==> src/sv/saks_pkg.sv <==
// Shared constants, codes and word types for the sorted append key store.
package saks_pkg;

  // Table geometry
  localparam int CAPACITY   = 1024;
  localparam int KEY_WIDTH  = 32;
  localparam int DATA_WIDTH = 64;
  localparam int IDX_W      = $clog2(CAPACITY);
  localparam int CNT_W      = $clog2(CAPACITY + 1);

  typedef logic [1:0]            mode_t;
  typedef logic [1:0]            status_t;
  typedef logic [KEY_WIDTH-1:0]  key_t;
  typedef logic [DATA_WIDTH-1:0] data_t;
  typedef logic [IDX_W-1:0]      idx_t;
  typedef logic [CNT_W-1:0]      cnt_t;

  // Operation codes
  localparam mode_t MODE_INSERT = 2'd0;
  localparam mode_t MODE_SEARCH = 2'd1;
  localparam mode_t MODE_DELETE = 2'd2;

  // Result status codes
  localparam status_t STAT_OK    = 2'd0;
  localparam status_t STAT_ORDER = 2'd1;
  localparam status_t STAT_FULL  = 2'd2;
  localparam status_t STAT_MISS  = 2'd3;

  // Reserved key value and table size as a count
  localparam key_t KEY_INVALID = {KEY_WIDTH{1'b1}};
  localparam cnt_t CAP_CNT     = CNT_W'(CAPACITY);

  // Input word
  typedef struct packed {
    mode_t mode;
    key_t  key;
    data_t data_in;
  } in_word_t;

  // Result word
  typedef struct packed {
    status_t status;
    data_t   data_out;
  } out_word_t;

  // Access request from control to the store
  typedef struct packed {
    logic  rd_en;
    idx_t  rd_addr;
    logic  wr_key_en;
    logic  wr_pay_en;
    idx_t  wr_addr;
    logic  wr_present;
    key_t  wr_key;
    data_t wr_data;
  } mem_req_t;

  // Registered read data from the store
  typedef struct packed {
    logic  present;
    key_t  key;
    data_t data;
  } mem_rsp_t;

endpackage

==> src/sv/saks_ctrl.sv <==
// Sequencer: insert append, binary search probe loop, delete mark update.
module saks_ctrl import saks_pkg::*; (
  input  logic      clk,
  input  logic      rst_n,
  input  logic      in_valid,
  output logic      in_ready,
  input  in_word_t  in_word,
  output logic      resp_valid,
  input  logic      resp_ready,
  output out_word_t resp_word,
  output mem_req_t  req,
  input  mem_rsp_t  rsp
);

  localparam logic [1:0] S_IDLE   = 2'd0;
  localparam logic [1:0] S_DECIDE = 2'd1;
  localparam logic [1:0] S_SEARCH = 2'd2;
  localparam logic [1:0] S_RESP   = 2'd3;

  logic [1:0] state_r, state_nxt;
  mode_t      mode_r, mode_nxt;
  key_t       key_r, key_nxt;
  data_t      data_r, data_nxt;
  cnt_t       cnt_r, cnt_nxt;
  key_t       last_key_r, last_key_nxt;
  cnt_t       lo_r, lo_nxt;
  cnt_t       hi_r, hi_nxt;
  cnt_t       mid_r, mid_nxt;
  status_t    status_r, status_nxt;
  data_t      dout_r, dout_nxt;
  logic [CNT_W:0] mid_sum;

  // Next state and memory access
  always_comb begin
    state_nxt    = state_r;
    mode_nxt     = mode_r;
    key_nxt      = key_r;
    data_nxt     = data_r;
    cnt_nxt      = cnt_r;
    last_key_nxt = last_key_r;
    lo_nxt       = lo_r;
    hi_nxt       = hi_r;
    mid_nxt      = mid_r;
    status_nxt   = status_r;
    dout_nxt     = dout_r;
    mid_sum      = '0;
    in_ready     = 1'b0;
    resp_valid   = 1'b0;
    req          = '0;

    unique case (state_r)
      S_IDLE: begin
        in_ready = 1'b1;
        if (in_valid) begin
          mode_nxt  = in_word.mode;
          key_nxt   = in_word.key;
          data_nxt  = in_word.data_in;
          state_nxt = S_DECIDE;
        end
      end

      S_DECIDE: begin
        dout_nxt = '0;
        unique case (mode_r)
          MODE_INSERT: begin
            state_nxt = S_RESP;
            if (key_r == KEY_INVALID || (cnt_r != '0 && key_r <= last_key_r)) begin
              status_nxt = STAT_ORDER;
            end else if (cnt_r >= CAP_CNT) begin
              status_nxt = STAT_FULL;
            end else begin
              req.wr_key_en  = 1'b1;
              req.wr_pay_en  = 1'b1;
              req.wr_addr    = cnt_r[IDX_W-1:0];
              req.wr_present = 1'b1;
              req.wr_key     = key_r;
              req.wr_data    = data_r;
              cnt_nxt        = cnt_r + cnt_t'(1);
              last_key_nxt   = key_r;
              status_nxt     = STAT_OK;
            end
          end
          MODE_SEARCH, MODE_DELETE: begin
            if (key_r == KEY_INVALID || cnt_r == '0) begin
              status_nxt = STAT_MISS;
              state_nxt  = S_RESP;
            end else begin
              lo_nxt      = '0;
              hi_nxt      = cnt_r;
              mid_sum     = {1'b0, lo_nxt} + {1'b0, hi_nxt};
              mid_nxt     = mid_sum[CNT_W:1];
              req.rd_en   = 1'b1;
              req.rd_addr = mid_nxt[IDX_W-1:0];
              state_nxt   = S_SEARCH;
            end
          end
          default: begin
            status_nxt = STAT_MISS;
            state_nxt  = S_RESP;
          end
        endcase
      end

      S_SEARCH: begin
        // Compare the probed key, then narrow and issue the next probe
        if (rsp.key == key_r) begin
          state_nxt = S_RESP;
          if (rsp.present) begin
            status_nxt = STAT_OK;
            if (mode_r == MODE_SEARCH) begin
              dout_nxt = rsp.data;
            end else begin
              req.wr_key_en  = 1'b1;
              req.wr_addr    = mid_r[IDX_W-1:0];
              req.wr_present = 1'b0;
              req.wr_key     = key_r;
            end
          end else begin
            status_nxt = STAT_MISS;
          end
        end else begin
          if (key_r < rsp.key) begin
            hi_nxt = mid_r;
          end else begin
            lo_nxt = mid_r + cnt_t'(1);
          end
          mid_sum = {1'b0, lo_nxt} + {1'b0, hi_nxt};
          if (lo_nxt < hi_nxt) begin
            mid_nxt     = mid_sum[CNT_W:1];
            req.rd_en   = 1'b1;
            req.rd_addr = mid_nxt[IDX_W-1:0];
          end else begin
            status_nxt = STAT_MISS;
            state_nxt  = S_RESP;
          end
        end
      end

      S_RESP: begin
        resp_valid = 1'b1;
        if (resp_ready) begin
          state_nxt = S_IDLE;
        end
      end

      default: begin
        state_nxt = S_IDLE;
      end
    endcase
  end

  assign resp_word.status   = status_r;
  assign resp_word.data_out = dout_r;

  // Control state
  always_ff @(posedge clk) begin
    if (!rst_n) begin
      state_r    <= S_IDLE;
      cnt_r      <= '0;
      last_key_r <= '0;
    end else begin
      state_r    <= state_nxt;
      cnt_r      <= cnt_nxt;
      last_key_r <= last_key_nxt;
    end
  end

  // Working registers
  always_ff @(posedge clk) begin
    mode_r   <= mode_nxt;
    key_r    <= key_nxt;
    data_r   <= data_nxt;
    lo_r     <= lo_nxt;
    hi_r     <= hi_nxt;
    mid_r    <= mid_nxt;
    status_r <= status_nxt;
    dout_r   <= dout_nxt;
  end

endmodule

==> config.mk <==
export PLATFORM = sky130hd
export DESIGN_NAME = saks_ctrl
export DESIGN_NICKNAME = d
export VERILOG_FILES = /design/src/sv/saks_pkg.sv /design/src/sv/saks_ctrl.sv
export SDC_FILE = /design/constraint.sdc
export NUM_CORES = 1
export LEC_CHECK = 0
export ABC_AREA = 0
export BUFFER_PORTS_ARGS = -buffer_cell sky130_fd_sc_hd__buf_2
export CORE_MARGIN = 3
export CORE_UTILIZATION = 35
export CTS_CLUSTER_SIZE = 12
export DETAILED_ROUTE_END_ITERATION = 7
export PLACE_DENSITY_LB_ADDON = 0.05
export SYNTH_ARGS = -nofsm -noshare
export SYNTH_HDL_FRONTEND = slang
export SYNTH_SLANG_ARGS = --single-unit
==> constraint.sdc <==
create_clock -name clk -period 11.9 [get_ports clk]
set_input_delay 0 -clock clk [delete_from_list [all_inputs] [get_ports clk]]
set_output_delay 0 -clock clk [all_outputs]
set_load 0.05 [all_outputs]
Word level (Yosys, flattened, before mapping)

Cells that the tools add are included.

Add/subtract/negate cells: 3
$lt $le $gt $ge: 4
Equality and inequality tests: 18
Muxes and demuxes: 56
Bitwise logic cells: 2
Reductions and logical operators: 16

Operators with widths:

| operator                | count |
|---|---|
| $mux W109               | 3 |
| $mux W64                | 4 |
| $mux W11                | 20 |
| $mux W43                | 3 |
| $pmux W64 S2            | 1 |
| $pmux W43 S2            | 1 |
| $pmux W11 S2            | 3 |
| $eq A32 B32 Y1          | 1 |
| $eq A32 B32 Y1 const B  | 1 |
| $le A32 B32 Y1          | 1 |
| $lt A32 B32 Y1          | 1 |
| $pmux W12 S2            | 1 |
| $add A11 B1 Y11 const B | 2 |
| $mux W2                 | 9 |
| $ne A2 B2 Y1 const B    | 8 |
| $add A11 B11 Y12        | 1 |
| $reduce_and A4 Y1       | 3 |
| $ge A11 B11 Y1 const B  | 1 |
| $logic_not A11 Y1       | 1 |
| $lt A11 B11 Y1          | 1 |
| $reduce_bool A11 Y1     | 1 |
| $mux W1                 | 8 |
| $pmux W2 S2             | 2 |
| $pmux W2 S4             | 1 |
| other kinds (13)        | 21 |

Flip-flop bits (word level): 242
Bits of input ports: 199
Output and inout port bits: 188
Logic and storage cells: 110

Logic depth before layout (Yosys ltp)

Gate-level depths: netlist of run 1.

Depth after elaboration: 8
Gate-level depth with buffers: 21
Mapped depth without buffers: 19

Worst setup path before layout of run 1

No wires, ideal clock.

Path kind: reg2out
From: reg key_r[14]
To: out req[111] (netlist bit)
Arrival time: 5.343 ns
Data required time: 11.900 ns
Slack: 6.557 ns
Stages on the path, launching flop included: 19
Path buffers: 2
Cell sequence: edfxtp_1 -> ha_1 -> a21oi_2 -> nand2_1 -> a221o_1 -> o31a_1 -> nor2_1 -> buf_2 -> mux2i_1 -> inv_1 -> ha_1 -> clkbuf_1 -> inv_1 -> a21oi_1 -> nor2_1 -> nor2_1 -> o2111ai_1 -> a21o_2 -> o41ai_1

RTL lines:

| item                   | line             | text |
|---|---|---|
| from (decl)            | saks_ctrl.sv:22  | `key_t key_r, key_nxt;` |
| from (signal assigned) | saks_ctrl.sv:171 | `key_r <= key_nxt;` |
| to (decl)              | saks_ctrl.sv:11  | `output mem_req_t req,` |

Final worst setup path of run 1

From: reg key_r[15]
To: reg state_r[0]

Word-level cells in the longest chain between the ends: 7
Elaborated cells between the ends (all ways): 17
Classes of those cells: 2 x order compare; 3 x eq/ne; 10 x mux; 2 x reduce/logical

RTL lines:

| item                        | line             | text |
|---|---|---|
| $lt A32 B32 Y1              | saks_ctrl.sv:122 | `if (key_r < rsp.key) begin` |
| $mux W11                    | saks_ctrl.sv:122 |  |
| $mux W11                    | saks_ctrl.sv:106 | `if (rsp.key == key_r) begin` |
| $mux W11                    | saks_ctrl.sv:51  | `unique case (state_r)` |
| $lt A11 B11 Y1              | saks_ctrl.sv:128 | `if (lo_nxt < hi_nxt) begin` |
| $ne A3 B3 Y1 (no line)      | --               |  |
| $reduce_and A3 Y1 (no line) | --               |  |
| to (signal assigned)        | saks_ctrl.sv:162 | `state_r <= state_nxt;` |
| to (decl)                   | saks_ctrl.sv:20  | `logic [1:0] state_r, state_nxt;` |

Several ways; a longest one is shown, not always the timed one. The select of a mux whose other input is x is not followed.
A chain may end at the register's enable or synchronous reset.

==> results.toml, run 1 <==
[status]
outcome = "finished clean"

[cells_and_area]
nets = 1980
fin_util_pct = 50.4
n_fill_cell = 3222
area_growth_pct = 40.0
drive_above_1_share_pct = 27.0
diodes = 0

[yosys]
synthFlopType = "edfxtp_1"
avgSynthCellArea_um2 = 11.0
synth-seq-cells = 242
synth_top_family_by_area = "simple AND/OR/NAND/NOR gates"
synth_cells = 1142
synth_compound_area_share_pct = 7.88
syn-num-nets = 1435
synth_cell_types = 62
yosysTopAreaCell = "edfxtp_1"
synth_most_common_cell = "edfxtp_1"
yosysWarnings = 0
synth_mux_area_share_pct = 4.55
synth_top_area_share_pct = 47.0
yosys-top-cells-area = "edfxtp_1, ha_1, dfxtp_1, and2_1, mux2i_1"
ys_seq_area_share_pct = 54.1
synth_xor_area_share_pct = 1.11
synth_commonest_cells = "edfxtp_1, and2_1, nand2_1, inv_1, ha_1"
syn_area_mm2 = 0.0126
yosys.area_share.adder_pct = 9.40
synth_edf_count = 197
synth-simple-area-share_pct = 18.4
synthArstFlopShare_pct = 0

[power_and_ir_drop]
switching_power_uw = 1620
clockPowerShare_pct = 23.0
swShare_pct = 41.6
peakVddDrop_mv = 0.140
p_leak_uw = 0.00772
combPwrFrac_pct = 42.1
seqPwrFrac_pct = 34.9
p_int_uw = 2280
total_power_uw = 3900
power_density_mw_per_mm2 = 221

[die]
die_y_um = 196
io_pins = 387
dieArea_mm2 = 0.0383
rows = 68
initial_core_util_pct = 36.0
chipWidth_um = 196
core_mm2 = 0.0350

[drt]
first_pass_iters = 4
initialDrtViolationCount = 418
drc = 0
ant_nets = 0
drt-total-wl_mm = 38.5
wl_per_cell_um = 17.8
vias = 10300
viasPerCell = 4.75

[grt]
antenna_found_initial = 0
grt_overflow_total = 0
grt_pass1_wl_mm = 59.2
grt_max_degree = 107
grt_pass1_vias = 10600
grt_usage_pct = 19.3

[cts]
htreeDepth = 1
root_buffer = "clkbuf_16"
insertion_delay_ps = 550
numCtsBuffers = 29
cts_tree = "done"
clk_pin_slew_ps = 60
clockBufferDepth = 3
cts_sinks = 242
cts_resized = 0

[timing]
fin_crit_sh_pct = 51.4
maxSlewHeadroom_pct = 34.0
setup_violations = 0
finalHoldViolations = 0
tightest_slew_ps = 990
setup_tns_ps = 0
skew_ps = 9.28
finalMaxSlewViolations = 0
fmaxAchievable_mhz = 164
fin_crit_ps = 6110
rsz0062_at_grt = "no"

[placed_design]
gp_congestion = 0.855
io_buffers = 386
dp_hpwl_mm = 27.4

[run]
maxCapViolCount = 0

[worst_setup_path]
rr_worst_depth = 18
r2r-end = "state_r[0]"
r2r_slack_ps = 5790
crit_type = "reg2reg"
reg2reg_from = "key_r[15]"
max_stage_delay_ps = 560
path_cells = "ha_1 > nand4_1 > nor4_1 > a21boi_0 > o31a_1 > nor2_2 > buf_4 > o21ai_0 > ha_1 > nor4_1 > nand2_1 > nor3_1 > o41a_1 > a211oi_4 > a221o_2 > dlygate4sd3_1 > a21oi_1 > dlygate4sd3_1"
crit_arrival_ps = 6600
crit_path_max_fanout = 31
worst-path-buf-inv = 3
worstPathRequired_ps = 12390
crit_slowest_cell = "dlygate4sd3_1"
endpoint_kind = "flip-flop"
crit_family = "compound AO/OA/AOI/OAI gates"
cp.depth = 18
start_kind = "flip-flop"

[hold_path]
hold_end = "key_r[2]"
worstHoldPathType = "in2reg"
hold_depth = 2
hp-start = "in_word[66]"
-- state kept, by name, indices dropped and copies added (netlist names) --
name        flops
dout_r         64
key_r          32
mode_r          2
last_key_r     32
hi_r           11
mid_r          11
state_r         2
data_r         64
cnt_r          11
status_r        2
lo_r           11
-- power groups by stage --
| stage | combinational, uW | clock (uW) | sequential (uW) |
|---|---|---|---|
| detailed placement | 1590 | 0 | 1380 |
| global route | 1790 | 957 | 1390 |
| finish | 1640 | 897 | 1360 |
| CTS | 1650 | 926 | 1360 |
| floorplan | 897 | 0 | 1640 |
| global placement | 1600 | 0 | 1370 |
-- layer usage --
metal	GRT usage [%]	vias up	share of wire (%)
li1	-	5093	-
met2	33.5	317	49
met4	5.31	0	2.9
met3	3.11	63	5.4
met5	0	-	0
met1	25.0	4813	43
-- worst max path at each step --
stage | slack [ps] | startpoint | end
after floorplan | 6560 | key_r[14] | req[111]
after global placement | 6760 | key_r[23] | mid_r[10]
after detailed placement | 6680 | key_r[27] | mid_r[0]
after CTS | 5870 | key_r[27] | state_r[0]
after global routing | 5230 | key_r[14] | state_r[0]
final | 5790 | key_r[15] | state_r[0]
-- through the flow --
stage / area, um^2 / setup slack, ps / instances / hold WS (ps)
2_1_floorplan: 12600 / 6560 / 1142 / 98.9
3_3_place_gp: 15000 / 6760 / 1944 / 177
3_5_place_dp: 15000 / 6680 / 1944 / 178
4_1_cts: 17600 / 5870 / 2165 / 119
5_1_grt: 17600 / 5230 / 2165 / 142
6_report: 17600 / 5790 / 2165 / 152
-- cells by family (layout without fill, tap and decap cells) --
family | after synthesis | after routing
flip-flops | 242 | 242
AND/OR/NAND/NOR | 439 | 439
AO/OA/AOI/OAI | 145 | 145
multiplexers | 57 | 57
buffers and inverters | 149 | 717
adder cells (fa/ha/maj) | 94 | 94
XOR/XNOR | 16 | 16
-- placed cells by master (no fill, tap or decap), types with 3 or more instances in the layout --
cell type	instances
a211oi_1	3
a21o_1	15
a21oi_1	43
a22o_1	10
a32o_1	3
and2_1	140
and3_1	6
buf_2	386
buf_4	11
bufinv_16	3
clkbuf_1	7
clkbuf_16	29
clkbuf_8	4
clkinv_2	8
dfxtp_1	45
dlygate4sd3_1	167
edfxtp_1	197
ha_1	92
inv_1	99
mux2i_1	55
nand2_1	112
nand2b_1	11
nand3_1	20
nand4_1	24
nor2_1	45
nor2b_1	38
nor3_1	15
nor4_1	11
o211ai_1	4
o21a_1	8
o21ai_0	25
o31a_1	3
or3_1	3
xnor2_1	8
xor2_1	8
-- layout make-up --
cell class,instances,area [um^2],share of cell area [%]
Clock buffer,40,807,4.58
Clock inverter,14,150,0.852
Inverter,99,372,2.11
Multi-Input combinational cell,751,5230,29.6
Sequential cell,242,6820,38.7
Tap cell,455,569,3.23
Timing Repair Buffer,564,3690,20.9
-- what timing repair did --
action	4_1_cts	5_1_grt
hold endpoints to repair	166	0
setup buffers	0	0
hold buffers	167	0
Note: power is estimated with default switching activity, not from simulation.
==> run 2: changes to the inputs <==
--- a/config.mk
+++ b/config.mk
@@ -5,7 +5,7 @@
 export SDC_FILE = /design/constraint.sdc
 export NUM_CORES = 1
 export LEC_CHECK = 0
-export ABC_AREA = 0
+export ABC_AREA = 1
 export BUFFER_PORTS_ARGS = -buffer_cell sky130_fd_sc_hd__buf_2
 export CORE_MARGIN = 3
 export CORE_UTILIZATION = 35
==> constraint.sdc (replaced) <==
create_clock -name clk -period 4.89 [get_ports clk]
set_input_delay 0 -clock clk [delete_from_list [all_inputs] [get_ports clk]]
set_output_delay 0 -clock clk [all_outputs]
set_load 0.05 [all_outputs]
==> run 2 against run 1 <==
  * Critical path depth rose by 3
  * Worst hold slack lost 90 ps
  * First-iteration DRC count up 60%
  * Global-route usage increased by 0.28 points
  * Critical path type is now reg2out
  * Area after synthesis increased by 1.3%
  * Non-clock buffer count is 20 higher
  * Clock-buffer cell count is 1 lower
  * Worst setup slack got worse by 5600 ps
  * Largest cell class unchanged
  * Final cell count up 14%
  * Die area grew 1.2%
  * Clock skew is 6.5 ps higher
  * Sequential share of layout area decreased by 1.1 points
==> results.toml, run 2 <==
[cts]
cts_sinks = 242
root_buffer = "clkbuf_16"
numCtsBuffers = 30
insertion_delay_ps = 550
htreeDepth = 1
clockBufferDepth = 3
cts_tree = "done"
clk_pin_slew_ps = 60

[die]
chipWidth_um = 197
dieArea_mm2 = 0.0388
rows = 69
io_pins = 387
initial_core_util_pct = 35.7
core_mm2 = 0.0357
die_y_um = 197

[timing]
maxSlewHeadroom_pct = 40.8
skew_ps = 15.8
fmaxAchievable_mhz = 211
hold_ws_ps = 62.1
fin_crit_ps = 4730
fin_crit_sh_pct = 96.8
setup_violations = 0
finalMaxSlewViolations = 0
tightest_slew_ps = 888
finalHoldViolations = 0

[yosys]
syn-num-nets = 1697
yosysTopAreaCell = "edfxtp_1"
synth_top_area_share_pct = 46.4
synth_edf_count = 197
synth_most_common_cell = "inv_1"
syn_area_mm2 = 0.0128
yosysWarnings = 0
yosys-top-cells-area = "edfxtp_1, ha_1, inv_1, dfxtp_1, nand2_1"
synth_commonest_cells = "inv_1, nand2_1, edfxtp_1, nor2_1, ha_1"
synth-seq-cells = 242
synthArstFlopShare_pct = 0
avgSynthCellArea_um2 = 9.08
synth_cells = 1404
synthFlopType = "edfxtp_1"
ys_seq_area_share_pct = 53.5
synth_cell_types = 50

[cells_and_area]
final_cell_mix = "buf_2, inv_1, nand2_1, edfxtp_1, dlygate4sd3_1"
drive_above_1_share_pct = 25.9
reg.largest.list = "data_r x64, dout_r x64"
area_growth_pct = 42.3
diodes = 0
final_area_mm2 = 0.0181
nets = 2273
layout.cells.most_common = "buf_2"

[worst_setup_path]
worstPathRequired_ps = 4890
crit_path_max_fanout = 11
max_stage_delay_ps = 450
endpoint_kind = "output pin"
path_cells = "ha_1 > a21oi_1 > o21a_1 > nand2_1 > a21oi_4 > nand2_8 > o21ai_4 > and2_1 > inv_1 > fa_1 > nor2_2 > nor2_1 > o21bai_1 > a21o_1 > nand3_4 > nand2_4 > nand3_2 > nand3_1 > nand3_1 > a21oi_2 > buf_4"
cp_common_cell = "nand3_1"
crit_arrival_ps = 4730
crit_type = "reg2out"
crit_slowest_cell = "edfxtp_1"
start_kind = "flip-flop"

[power_and_ir_drop]
switching_power_uw = 5080
total_power_uw = 11100
seqPwrFrac_pct = 31.5
combPwrFrac_pct = 48.6
peakVddDrop_mv = 0.287
p_int_uw = 5990
swShare_pct = 45.9
clockPowerShare_pct = 20.0
power_density_mw_per_mm2 = 610
p_leak_uw = 0.00900

[placed_design]
io_buffers = 386
gp_congestion = 0.846
placed_area_mm2 = 0.0152
dp_hpwl_mm = 28.8

[drt]
first_pass_iters = 5
viasPerCell = 4.60
initialDrtViolationCount = 668
drt-total-wl_mm = 40.3
vias = 11300
ant_nets = 0
drc = 0
wl_per_cell_um = 16.3

[grt]
grt_usage_pct = 19.6
grt_max_degree = 72
grt_overflow_total = 0
grt_pass1_wl_mm = 60.4
grt_pass1_vias = 11100
antenna_found_initial = 1

[hold_path]
worstHoldPathType = "in2reg"

[run]
maxCapViolCount = 0

[status]
outcome = "finished clean"
-- run 2: what timing repair did --
item,in CTS,in global routing
endpoints found under the setup margin,2,12
setup buffers,0,20
resized for setup,1,31
pin swaps,0,9
endpoints found under the hold margin,166,0
gates cloned,0,3
hold buffers,166,0
-- run 2: path summary, 6_finish.rpt --
path	start	endpoint	slack [ps]	cells after the start
setup / recovery	key_r[31]	req[118]	160	21
hold / removal	rst_n	cnt_r[2]	60	3
setup reg to reg	key_r[31]	state_r[0]	320	22
hold reg to reg	last_key_r[18]	last_key_r[18]	460	2
-- run 2: per-layer routing --
metal	vias up	share of wire (%)	GRT usage, %
li1	5679	-	-
met1	5244	44	26.3
met2	352	47	32.9
met3	65	6.2	3.62
met4	2	2.3	4.78
met5	-	0.017	0
-- run 2: worst max-delay path: cells and delay by family (launching register included) --
family | cells | cell delay (ps)
compound gates | 7 | 1570
simple gates | 10 | 1140
fa+ha+maj | 2 | 720
flops | 1 | 450
buf+inv | 2 | 290
-- run 2: layout make-up --
cell class,count,area (um^2)
timing repair buffer,584,3850
tap,461,577
multi-input combinational,805,4730
sequential,242,6820
fill,3438,17600
clock inverter,16,150
clock buffer,39,826
inverter,317,1190
-- run 2: logic make-up after synthesis --
kind of cell               share of synthesized area [%]
AOI/OAI and AO/OA                                   8.75
xor gates and xnor gates                           0.677
adders and majority gates                           9.28
buffers and inverters                               10.8
DFF                                                 53.5
and+or+nand+nor                                     17.0
-- run 2: power by group through the flow --
stage | combinational, uW | sequential, uW | clock (uW)
floorplan | 2670 | 4540 | 0
global placement | 5040 | 3510 | 0
detailed placement | 5020 | 3530 | 0
CTS | 5160 | 3490 | 2270
global route | 5870 | 3560 | 2350
finish | 5380 | 3490 | 2210
-- run 2: per-stage QoR --
step | worst slack, ps | TNS, ps | std cells | util [%]
finish | 159 | 0 | 2464 | 50.8
CTS | 73.3 | 0 | 2441 | 49.9
global placement | 570 | 0 | 2220 | 42.5
global route | -104 | -480 | 2464 | 50.8
detailed placement | 550 | 0 | 2220 | 42.5
floorplan | 397 | 0 | 1404 | -
==> run 3: changes to the inputs <==
--- a/config.mk
+++ b/config.mk
@@ -11,7 +11,7 @@
 export CORE_UTILIZATION = 35
 export CTS_CLUSTER_SIZE = 12
 export DETAILED_ROUTE_END_ITERATION = 7
-export PLACE_DENSITY_LB_ADDON = 0.05
+export PLACE_DENSITY = 0.7
 export SYNTH_ARGS = -nofsm -noshare
 export SYNTH_HDL_FRONTEND = slang
 export SYNTH_SLANG_ARGS = --single-unit
==> run 3 against run 2 <==
  * Global-route usage is 0.076 points higher
  * Clock-buffer cell count is 3 higher
  * Largest power group unchanged
  * Power is 1.1% lower
  * Critical path depth is 1 lower
  * Critical endpoint is now req[109]
==> results.toml, run 3 (synthesis results as in run 2) <==
[drt]
wl_per_cell_um = 16.5
initialDrtViolationCount = 828
drc = 0
vias = 11600
drt-total-wl_mm = 40.3
ant_nets = 0
first_pass_iters = 8
viasPerCell = 4.74

[grt]
grt_usage_pct = 19.7
grt_pass1_vias = 11700
grt_pass1_wl_mm = 61.3
grt_max_degree = 89
grt_overflow_total = 0
antenna_found_initial = 1

[timing]
skew_ps = 21.6
finalHoldViolations = 0
finalMaxSlewViolations = 0
fmaxAchievable_mhz = 217
fin_crit_sh_pct = 94.1
setup_violations = 0
rsz0062_at_grt = "no"
fin_crit_ps = 4600
tightest_slew_ps = 945
maxSlewHeadroom_pct = 37.0
setup_tns_ps = 0

[power_and_ir_drop]
switching_power_uw = 5030
swShare_pct = 45.9
seqPwrFrac_pct = 31.9
power_density_mw_per_mm2 = 609
clockPowerShare_pct = 19.5
p_int_uw = 5920
combPwrFrac_pct = 48.6
peakVddDrop_mv = 0.372
p_leak_uw = 0.00892
total_power_uw = 11000

[worst_setup_path]
reg2reg_from = "key_r[19]"
endpoint_kind = "output pin"
r2r-end = "state_r[0]"
path_cells = "ha_1 > a21oi_1 > o21ai_0 > a21oi_1 > nand2_1 > nand2_4 > buf_4 > nand2_8 > nand3_1 > o21ai_0 > ha_2 > inv_1 > a21oi_1 > o21ai_0 > a2111oi_4 > nand2_4 > inv_4 > nand2_1 > a21oi_1 > buf_2"
crit_slowest_cell = "edfxtp_1"
worst-path-buf-inv = 4
rr_worst_depth = 20
worstPathRequired_ps = 4890
crit_family = "compound AO/OA/AOI/OAI gates"
cp_common_cell = "a21oi_1"
cp.depth = 20
r2r_slack_ps = 360
cp-startpoint = "key_r[15]"
crit_type = "reg2out"
cp-endpoint = "req[109]"
start_kind = "flip-flop"
crit_arrival_ps = 4600
crit_path_max_fanout = 8
max_stage_delay_ps = 460

[run]
maxCapViolCount = 0

[cells_and_area]
final_cell_mix = "buf_2, inv_1, nand2_1, edfxtp_1, dlygate4sd3_1"
drive_above_1_share_pct = 25.2
layout.cells.most_common = "buf_2"
fin_util_pct = 50.3
nets = 2257
area_growth_pct = 41.1
reg.largest.list = "data_r x64, dout_r x64"
final_area_mm2 = 0.0180

[die]
chipWidth_um = 197
rows = 69
initial_core_util_pct = 35.7
core_mm2 = 0.0357
io_pins = 387
die_y_um = 197
dieArea_mm2 = 0.0388

[placed_design]
placed_area_mm2 = 0.0152
dp_hpwl_mm = 27.8
gp_congestion = 0.923
io_buffers = 386

[cts]
cts_sinks = 242
insertion_delay_ps = 540
cts_tree = "done"
numCtsBuffers = 28
htreeDepth = 1
root_buffer = "clkbuf_16"
clk_pin_slew_ps = 60
clockBufferDepth = 3

[hold_path]
worstHoldPathType = "in2reg"
hp-start = "rst_n"

[status]
outcome = "finished clean"
==> run 3: cell count changes in the layout (fill, tap and decap cells not counted), sizes merged <==
cell,change
clkbuf,+4
buf,-17
diode,+2
nand2,+1
clkinvlp,-1
a21oi,+1
clkinv,-5
==> run 3: worst register-to-register path, stage by stage, from the launching register on <==
cell and delay, ps:
edfxtp_1 450, ha_1 330, a21oi_1 170, nand2_1 80, nand2_1 80, nand3_2 180, a21oi_4 220, buf_12 180
nand2_8 120, o21ai_0 340, ha_2 370, or2_2 310, o21ai_0 360, a2111oi_4 150, nand2_4 150, inv_4 70
nand2_4 100, nand3_1 90, nand2_1 70, nor2_1 50, dlygate4sd3_1 550
==> run 3: worst min path at each step <==
stage                end  slack (ps)  cells after the start
5_1_grt         cnt_r[2]          70                      3
4_1_cts         cnt_r[4]          20                      3
3_3_place_gp   data_r[4]         180                      1
3_5_place_dp   data_r[4]         180                      1
2_1_floorplan  data_r[0]         100                      0
6_report        cnt_r[4]          40                      3
==> run 3: cell type report <==
type	count	area (um^2)
fill	3171	17700
sequential	242	6820
tap	461	577
antenna	2	5.00
timing repair buffer	568	3740
clock buffer	42	815
multi-input combinational	807	4720
clock inverter	10	121
inverter	317	1190
==> run 3: metal layers <==
metal  up-vias  GRT usage (%)  share of wire [%]
met5         -              0                  0
met4         0           6.15                3.2
met1      5361           24.5                 40
li1       5651              -                  -
met2       498           34.5                 50
met3        98           3.90                7.5
==> run 3: power groups by stage <==
stage	Combinational [uW]	Clock [uW]	Sequential (uW)
2_1_floorplan	2670	0	4540
3_3_place_gp	4950	0	3490
3_5_place_dp	4980	0	3530
4_1_cts	5120	2190	3490
5_1_grt	5770	2270	3570
6_report	5330	2130	3490
==> run 3: per-stage QoR <==
step | instances | setup WS [ps] | hold slack (ps)
final | 2449 | 289 | 36.1
after CTS | 2435 | 78.7 | 15.3
after global routing | 2448 | 6.71 | 69.5
after detailed placement | 2217 | 559 | 178
after floorplan | 1404 | 397 | 98.9
after global placement | 2217 | 670 | 177
==> run 3: what timing repair did <==
action / in CTS / in global routing
pin swaps: 0 / 6
hold endpoints to repair: 166 / 0
gates resized for setup: 1 / 35
buffers inserted: 0 / 7
setup endpoints to repair: 1 / 12
cloned: 0 / 5
hold buffers: 166 / 0
